[src/spc_pkg.sv]
// Shared constants and types of the skin pixel classifier.
// Depends on nothing; imported by the channel interfaces and the top level.
package spc_pkg;

	localparam int ChanW        = 8;
	localparam int CountOutW    = 24;
	localparam int CountBitsDef = 24;
	localparam int CfgIdxW      = 3;
	localparam int CfgDataW     = 8;
	localparam int QFracW       = 16;
	// Cb and Cr in Q16 always land in [2^15, 2^24), so 24 bits hold them exactly
	localparam int ChromaW      = 24;

	typedef logic [ChanW-1:0]     chan_t;
	typedef logic [CountOutW-1:0] count_out_t;
	typedef logic [ChromaW-1:0]   chroma_t;

	// 128.0 in Q16 and the chroma coefficients, each rounded to Q16
	localparam chroma_t ChromaBase = chroma_t'(128) << QFracW;
	localparam chroma_t CbR = chroma_t'(11058);
	localparam chroma_t CbG = chroma_t'(21710);
	localparam chroma_t CbB = chroma_t'(32768);
	localparam chroma_t CrR = chroma_t'(32768);
	localparam chroma_t CrG = chroma_t'(27439);
	localparam chroma_t CrB = chroma_t'(5329);

	typedef enum logic [CfgIdxW-1:0] {
		REG_RED_MIN    = 3'd0,
		REG_GREEN_MIN  = 3'd1,
		REG_BLUE_MIN   = 3'd2,
		REG_SPREAD_MIN = 3'd3,
		REG_CB_LOW     = 3'd4,
		REG_CB_HIGH    = 3'd5,
		REG_CR_LOW     = 3'd6,
		REG_CR_HIGH    = 3'd7
	} cfg_reg_t;

	localparam chan_t RedMinRst    = chan_t'(95);
	localparam chan_t GreenMinRst  = chan_t'(40);
	localparam chan_t BlueMinRst   = chan_t'(20);
	localparam chan_t SpreadMinRst = chan_t'(15);
	localparam chan_t CbLowRst     = chan_t'(77);
	localparam chan_t CbHighRst    = chan_t'(127);
	localparam chan_t CrLowRst     = chan_t'(133);
	localparam chan_t CrHighRst    = chan_t'(173);

endpackage

[src/spc_pixel_if.sv]
// Pixel request channel: valid/ready handshake with one RGB pixel.
// Depends on spc_pkg.
interface spc_pixel_if import spc_pkg::*; ();
	logic  valid;
	logic  ready;
	chan_t red;
	chan_t green;
	chan_t blue;
	logic  frame_last;

	modport source (output valid, red, green, blue, frame_last, input ready);
	modport sink   (input valid, red, green, blue, frame_last, output ready);
endinterface

[src/spc_result_if.sv]
// Result request channel: valid/ready handshake with mask bit and counts.
// Depends on spc_pkg.
interface spc_result_if import spc_pkg::*; ();
	logic       valid;
	logic       ready;
	logic       is_skin;
	count_out_t skin_count;
	count_out_t pixel_count;
	logic       frame_done;

	modport source (output valid, is_skin, skin_count, pixel_count, frame_done, input ready);
	modport sink   (input valid, is_skin, skin_count, pixel_count, frame_done, output ready);
endinterface

[src/skin_pixel_classifier.sv]
// Skin pixel classifier: takes one RGB pixel per request and returns the skin mask
// bit with running skin and pixel counts. The block takes a pixel every clock
// cycle unless a held result stalls it; a result passes an input register, then a
// result register, with the single-pass classify-and-count logic between the two
// registers. Counts saturate at 2^COUNT_BITS-1, the result carries
// their low 24 bits, and both clear after a pixel marked frame_last. Thresholds
// are written through cfg_wr_en/cfg_index/cfg_data; the user must write them while no pixel is in flight, unenforced.
// Depends on spc_pkg, spc_pixel_if and spc_result_if.
module skin_pixel_classifier import spc_pkg::*; #(
	parameter int COUNT_BITS = CountBitsDef
) (
	input  logic                clk,
	input  logic                arst_n,
	spc_pixel_if.sink           pixel,
	spc_result_if.source        result,
	input  logic                cfg_wr_en,
	input  logic [CfgIdxW-1:0]  cfg_index,
	input  logic [CfgDataW-1:0] cfg_data
);

	localparam int ExtW = (COUNT_BITS > CountOutW) ? COUNT_BITS : CountOutW;
	localparam logic [COUNT_BITS-1:0] CountLimit = {COUNT_BITS{1'b1}};

	// threshold registers
	chan_t red_min_q, green_min_q, blue_min_q, spread_min_q;
	chan_t cb_low_q, cb_high_q, cr_low_q, cr_high_q;

	// input stage
	logic  valid_s1;
	chan_t red_s1, green_s1, blue_s1;
	logic  last_s1;

	// result stage
	logic       valid_s2;
	logic       is_skin_s2;
	count_out_t skin_count_s2;
	count_out_t pixel_count_s2;
	logic       frame_done_s2;

	logic [COUNT_BITS-1:0] skin_total_q, pixel_total_q;
	logic [COUNT_BITS-1:0] skin_next, pixel_next;
	logic [ExtW-1:0]       skin_ext, pixel_ext;

	logic    ready_s2, adv_s1;
	chan_t   hi, lo, diff_rg;
	chroma_t cb, cr;
	logic    rgb_ok, spread_ok, order_ok, chroma_ok, skin_c;

	assign ready_s2    = !valid_s2 || result.ready;
	assign adv_s1      = valid_s1 && ready_s2;
	assign pixel.ready = !valid_s1 || ready_s2;

	always_ff @(posedge clk or negedge arst_n) begin
		if (!arst_n) begin
			red_min_q    <= RedMinRst;
			green_min_q  <= GreenMinRst;
			blue_min_q   <= BlueMinRst;
			spread_min_q <= SpreadMinRst;
			cb_low_q     <= CbLowRst;
			cb_high_q    <= CbHighRst;
			cr_low_q     <= CrLowRst;
			cr_high_q    <= CrHighRst;
		end else if (cfg_wr_en) begin
			unique case (cfg_reg_t'(cfg_index))
				REG_RED_MIN:    red_min_q    <= cfg_data;
				REG_GREEN_MIN:  green_min_q  <= cfg_data;
				REG_BLUE_MIN:   blue_min_q   <= cfg_data;
				REG_SPREAD_MIN: spread_min_q <= cfg_data;
				REG_CB_LOW:     cb_low_q     <= cfg_data;
				REG_CB_HIGH:    cb_high_q    <= cfg_data;
				REG_CR_LOW:     cr_low_q     <= cfg_data;
				REG_CR_HIGH:    cr_high_q    <= cfg_data;
			endcase
		end
	end

	always_ff @(posedge clk or negedge arst_n) begin
		if (!arst_n) begin
			valid_s1 <= 1'b0;
		end else if (pixel.ready) begin
			valid_s1 <= pixel.valid;
		end
	end

	always_ff @(posedge clk) begin
		if (pixel.ready && pixel.valid) begin
			red_s1   <= pixel.red;
			green_s1 <= pixel.green;
			blue_s1  <= pixel.blue;
			last_s1  <= pixel.frame_last;
		end
	end

	// RGB rule
	always_comb begin
		hi = red_s1;
		lo = red_s1;
		if (green_s1 > hi) hi = green_s1;
		if (blue_s1 > hi)  hi = blue_s1;
		if (green_s1 < lo) lo = green_s1;
		if (blue_s1 < lo)  lo = blue_s1;
		diff_rg   = (red_s1 > green_s1) ? red_s1 - green_s1 : green_s1 - red_s1;
		rgb_ok    = (red_s1 > red_min_q) && (green_s1 > green_min_q) && (blue_s1 > blue_min_q);
		spread_ok = ((hi - lo) > spread_min_q) && (diff_rg > spread_min_q);
		order_ok  = (red_s1 > green_s1) && (red_s1 > blue_s1);
	end

	// Chroma rule; the final values never leave [0, 2^24), so modulo-2^24 sums are exact
	always_comb begin
		cb = ChromaBase - chroma_t'(red_s1) * CbR - chroma_t'(green_s1) * CbG
			+ chroma_t'(blue_s1) * CbB;
		cr = ChromaBase + chroma_t'(red_s1) * CrR - chroma_t'(green_s1) * CrG
			- chroma_t'(blue_s1) * CrB;
		chroma_ok = (cb >= {cb_low_q, QFracW'(0)}) && (cb <= {cb_high_q, QFracW'(0)})
			&& (cr >= {cr_low_q, QFracW'(0)}) && (cr <= {cr_high_q, QFracW'(0)});
		skin_c = rgb_ok && spread_ok && order_ok && chroma_ok;
	end

	// saturating counts including the current pixel
	always_comb begin
		pixel_next = (pixel_total_q != CountLimit) ? pixel_total_q + 1'b1 : pixel_total_q;
		skin_next  = (skin_c && skin_total_q != CountLimit) ? skin_total_q + 1'b1
			: skin_total_q;
		pixel_ext  = ExtW'(pixel_next);
		skin_ext   = ExtW'(skin_next);
	end

	always_ff @(posedge clk or negedge arst_n) begin
		if (!arst_n) begin
			skin_total_q  <= '0;
			pixel_total_q <= '0;
		end else if (adv_s1) begin
			// drop the totals after the last pixel of an image
			if (last_s1) begin
				skin_total_q  <= '0;
				pixel_total_q <= '0;
			end else begin
				skin_total_q  <= skin_next;
				pixel_total_q <= pixel_next;
			end
		end
	end

	always_ff @(posedge clk or negedge arst_n) begin
		if (!arst_n) begin
			valid_s2 <= 1'b0;
		end else if (ready_s2) begin
			valid_s2 <= valid_s1;
		end
	end

	always_ff @(posedge clk) begin
		if (adv_s1) begin
			is_skin_s2     <= skin_c;
			skin_count_s2  <= skin_ext[CountOutW-1:0];
			pixel_count_s2 <= pixel_ext[CountOutW-1:0];
			frame_done_s2  <= last_s1;
		end
	end

	assign result.valid       = valid_s2;
	assign result.is_skin     = is_skin_s2;
	assign result.skin_count  = skin_count_s2;
	assign result.pixel_count = pixel_count_s2;
	assign result.frame_done  = frame_done_s2;

`ifndef SYNTHESIS
	a_skin_le_pixel: assert property (@(posedge clk) disable iff (!arst_n)
		skin_total_q <= pixel_total_q)
		else $error("skin count exceeds pixel count");

	a_clear_after_last: assert property (@(posedge clk) disable iff (!arst_n)
		(adv_s1 && last_s1) |=> (skin_total_q == '0 && pixel_total_q == '0))
		else $error("counts not cleared after last pixel");

	a_pixel_step: assert property (@(posedge clk) disable iff (!arst_n)
		(adv_s1 && !last_s1 && pixel_total_q != CountLimit)
		|=> pixel_total_q == $past(pixel_total_q) + 1'b1)
		else $error("pixel count did not advance by one");

	a_no_overwrite: assert property (@(posedge clk) disable iff (!arst_n)
		(valid_s2 && !result.ready) |-> !adv_s1)
		else $error("pending result overwritten");
`endif

endmodule

[src/flat_wrapper.sv]
// flat-port wrapper written by rule: the top's interface ports become plain ports
module skin_pixel_classifier_flat import spc_pkg::*;
#(
	parameter int COUNT_BITS = CountBitsDef
)
  (clk, arst_n, cfg_wr_en, cfg_index, cfg_data, pixel_valid, pixel_red, pixel_green, pixel_blue, pixel_frame_last, pixel_ready, result_valid, result_is_skin, result_skin_count, result_pixel_count, result_frame_done, result_ready);
  spc_pixel_if pixel_i ();
  spc_result_if result_i ();
  input  logic clk;
  input  logic arst_n;
  input  logic cfg_wr_en;
  input  logic [CfgIdxW-1:0] cfg_index;
  input  logic [CfgDataW-1:0] cfg_data;
  input wire logic [$bits(pixel_i.valid)-1:0] pixel_valid;
  input wire logic [$bits(pixel_i.red)-1:0] pixel_red;
  input wire logic [$bits(pixel_i.green)-1:0] pixel_green;
  input wire logic [$bits(pixel_i.blue)-1:0] pixel_blue;
  input wire logic [$bits(pixel_i.frame_last)-1:0] pixel_frame_last;
  output wire logic [$bits(pixel_i.ready)-1:0] pixel_ready;
  output wire logic [$bits(result_i.valid)-1:0] result_valid;
  output wire logic [$bits(result_i.is_skin)-1:0] result_is_skin;
  output wire logic [$bits(result_i.skin_count)-1:0] result_skin_count;
  output wire logic [$bits(result_i.pixel_count)-1:0] result_pixel_count;
  output wire logic [$bits(result_i.frame_done)-1:0] result_frame_done;
  input wire logic [$bits(result_i.ready)-1:0] result_ready;
  assign pixel_i.valid = pixel_valid;
  assign pixel_i.red = pixel_red;
  assign pixel_i.green = pixel_green;
  assign pixel_i.blue = pixel_blue;
  assign pixel_i.frame_last = pixel_frame_last;
  assign pixel_ready = pixel_i.ready;
  assign result_valid = result_i.valid;
  assign result_is_skin = result_i.is_skin;
  assign result_skin_count = result_i.skin_count;
  assign result_pixel_count = result_i.pixel_count;
  assign result_frame_done = result_i.frame_done;
  assign result_i.ready = result_ready;
  skin_pixel_classifier #(.COUNT_BITS(COUNT_BITS)) u_core (.clk(clk), .arst_n(arst_n), .pixel(pixel_i), .result(result_i), .cfg_wr_en(cfg_wr_en), .cfg_index(cfg_index), .cfg_data(cfg_data));
endmodule
[config.mk]
export PLATFORM = sky130hd
export DESIGN_NAME = skin_pixel_classifier_flat
export DESIGN_NICKNAME = d
export VERILOG_FILES = /design/src/spc_pkg.sv /design/src/spc_pixel_if.sv /design/src/spc_result_if.sv /design/src/skin_pixel_classifier.sv /design/src/flat_wrapper.sv
export SDC_FILE = /design/constraint.sdc
export NUM_CORES = 1
export LEC_CHECK = 0
export BUFFER_PORTS_ARGS = -buffer_cell sky130_fd_sc_hd__buf_2
export CORE_AREA = 4 4 262 187
export CTS_CLUSTER_SIZE = 28
export DETAILED_ROUTE_END_ITERATION = 8
export DIE_AREA = 0 0 266 191
export PLACE_DENSITY_LB_ADDON = 0.2
export SYNTH_ARGS = -nofsm -noshare
export SYNTH_HDL_FRONTEND = slang
export SYNTH_SLANG_ARGS = --single-unit
[constraint.sdc]
create_clock -name clk -period 8.74 [get_ports clk]
set_input_delay 0.874 -clock clk [delete_from_list [all_inputs] [get_ports clk]]
set_output_delay 0.874 -clock clk [all_outputs]
set_load 0.03 [all_outputs]
==> flow_metrics.env <==
export IMPL_status="completed"
export IMPL_io_pins=93
export IMPL_drcViolationCount=0
export IMPL_endpoint_kind="flip-flop"
export IMPL_hold_viol=0
export IMPL_synth_edf_count=75
export IMPL_cp_arrival_ps=8780
export IMPL_first_iter_violations=1201
export IMPL_crit_path_start_kind="flip-flop"
export IMPL_gr_total_overflow=0
export IMPL_yosysMostFrequentCell="ha_1"
export IMPL_ctsHoldBuffers=0
export IMPL_cpMaxStageDelayCell="fa_1"
export IMPL_vias_per_cell=5.47
export IMPL_setup_slack_ps=143
export IMPL_dp_hpwl_mm=46.2
export IMPL_ys_types=75
export IMPL_numCtsBuffers=17
export IMPL_fin_skew_ps=16.4
export IMPL_grt_usage=0.225
export IMPL_synth_area_leaders="ha_1 22%, fa_1 14%, edfxtp_1 11%"
export IMPL_grt_first_pass_wirelength_mm=89.7
export IMPL_syn_area_per_cell_um2=9.78
export IMPL_reg2regPathDepth=41
export IMPL_grt_max_degree=66
export IMPL_core_area_um2=46200
export IMPL_hold_path_class="primary input to async pin"
export IMPL_async_flop_share=0.603
export IMPL_worstSetupPathType="flip-flop to flip-flop"
export IMPL_yosys_top_cells_count="367 x ha_1, 350 x inv_1, 150 x fa_1"
export IMPL_wl_per_cell_um=19.5
export IMPL_area_delta_synth_final_pct=17.7
export IMPL_clkSlewWorstSetupHoldPaths_ps=80
export IMPL_cts_sinks=189
export IMPL_vias=16214
export IMPL_rsz0062_at_grt="yes"
export IMPL_htree_levels=4
export IMPL_yosysSeqAreaShare=0.248
export IMPL_antenna_found_initial=4
export IMPL_synthesis_area_um2=20800
export IMPL_synth_ff_latch_count=189
export IMPL_fill_cells=4231
export IMPL_worstPathMaxFanout=5
export IMPL_drv_cap=0
export IMPL_synth_ff_type="dfrtp_1"
export IMPL_fp_row_count=66
export IMPL_ys_warnings_count=0
export IMPL_wl_mm=57.9
export IMPL_dr_pass1_iters=5
export IMPL_relSlewSlack=0.431
export IMPL_reg2reg_slack_ps=140
export IMPL_ant_nets=0
export IMPL_yosysTopAreaCell="ha_1"
export IMPL_critical_path_max_stage_delay_ps=520
export IMPL_setup_viol=0
export IMPL_syn_inst=2122
export IMPL_grt_pass1_vias=16331
export IMPL_insertion_delay_ps=450
export IMPL_initial_utilization=0.449
export IMPL_cts_tree="built"
export IMPL_fmax_mhz=116
export IMPL_r2r_start="u_core.green_s1[6]"
export IMPL_dp_slack_ps=-602
export IMPL_die_x_um=266
export IMPL_cp_top_family="adder cells"
export IMPL_die_y_um=191
export IMPL_place_gp_congestion=0.909
export IMPL_period_needed_ps=8600
export IMPL_worstMarginPinSlew_ps=854
export IMPL_synth_net_count=2680
export IMPL_r2r_end="u_core.result.skin_count[18]"
export IMPL_fin_crit_sh=0.984
export IMPL_drive_gt1_frac=0.216
export IMPL_cts_root_buf="clkbuf_16"
export IMPL_cp_required_ps=8920
export IMPL_n_antenna_cell=0
export IMPL_die_area_um2=50800
export IMPL_synth_top_cell_area_share=0.221
export IMPL_nets=2899
export IMPL_drv_slew=0
export IMPL_final_util=0.529
export IMPL_io_buffers=92
export IMPL_path_buf_inv=8
export IMPL_clk_path_buf_depth=2
layout make-up:
cell class,instances,area (um2),area share
Multi-Input combinational cell,1535,14900,0.611
Inverter,350,1310,0.0537
Timing Repair Buffer,248,1670,0.0684
Sequential cell,189,5150,0.211
Tap cell,612,766,0.0313
Clock inverter,11,109,0.00445
Clock buffer,21,514,0.0210
per-stage QoR:
step | hold slack, ps | area, um2 | std cells | setup TNS, ps
6_report | 448 | 24400 | 2966 | 0
5_1_grt | 491 | 24400 | 2966 | -2950
4_1_cts | 455 | 23800 | 2957 | 0
3_5_place_dp | 477 | 22800 | 2915 | -20170
3_3_place_gp | 468 | 22800 | 2915 | -15030
2_1_floorplan | 457 | 20800 | 2122 | 0
how the worst max path moves through the flow:
stage                             startpoint                            to  cells past startpoint
after global placement    u_core.green_s1[6]   u_core.result.skin_count[7]                     40
after detailed placement  u_core.green_s1[6]  u_core.result.skin_count[11]                     40
after global routing      u_core.green_s1[6]  u_core.result.skin_count[18]                     42
after floorplan           u_core.green_s1[6]   u_core.result.skin_count[1]                     39
final                     u_core.green_s1[6]  u_core.result.skin_count[18]                     41
after CTS                 u_core.green_s1[6]  u_core.result.skin_count[18]                     41
worst reg2reg max path, delay by kind of cell, from the launching register on:
kind,cells,cell delay [ps]
fa+ha+maj,8,3110
compound gates,13,2380
simple gates,9,1110
buf+inv,8,790
xor+xnor,3,530
flops,1,380
what timing repair did:
| action | in CTS | in global routing |
|---|---|---|
| setup endpoints to repair | 48 | 49 |
| pin swaps | 36 | 48 |
| gates resized for setup | 55 | 120 |
| buffers inserted | 11 | 12 |
sequential cells by signal, summed over array words and instances (netlist names):
signal and flops:
u_core.red_min_q 8, u_core.result.is_skin 1, u_core.result.frame_done 1, u_core.spread_min_q 8
u_core.cb_low_q 8, u_core.result.skin_count 24, u_core.cr_low_q 8, u_core.blue_s1 8
u_core.valid_s1 1, u_core.green_s1 8, u_core.cb_high_q 8, u_core.blue_min_q 8
u_core.red_s1 8, u_core.skin_total_q 24, u_core.result.valid 1, u_core.last_s1 1
u_core.green_min_q 8, u_core.pixel_total_q 24, u_core.cr_high_q 8, u_core.result.pixel_count 24
logic make-up (layout without fill, tap and decap cells):
| group | count (synthesis) | after routing | share of synthesized area |
|---|---|---|---|
| adder cells (fa/ha/maj) | 517 | 517 | 0.366 |
| AO/OA/AOI/OAI | 418 | 418 | 0.130 |
| flip-flops | 189 | 189 | 0.248 |
| XOR/XNOR | 112 | 112 | 0.0472 |
| AND/OR/NAND/NOR | 420 | 420 | 0.101 |
| buffers and inverters | 398 | 630 | 0.0724 |
| multiplexers | 68 | 68 | 0.0353 |
layer usage:
| layer | track usage | vias to the layer above | routed length, um | part of all wire |
|---|---|---|---|---|
| li1 | - | 7772 | - | - |
| met1 | 0.345 | 8033 | 29200 | 0.50 |
| met2 | 0.337 | 362 | 24700 | 0.43 |
| met3 | 0.0408 | 45 | 3330 | 0.058 |
| met4 | 0.0384 | 2 | 664 | 0.011 |
| met5 | 0 | - | 13 | 0.00022 |
cells in the final DEF (no fill, tap or decap), types with 33 or more instances in the layout:
cell / instances
xnor2_1: 52
nor2_1: 71
buf_2: 91
dfstp_2: 33
a21oi_1: 71
o21ai_0: 105
ha_1: 347
inv_1: 342
fa_1: 149
xor2_1: 46
nand3_1: 33
buf_4: 148
edfxtp_1: 75
mux2_2: 42
nand2_1: 119
dfrtp_1: 81
Power is not shown: default switching activity piles up to over one toggle a cycle in this logic, so the estimate is an artifact.
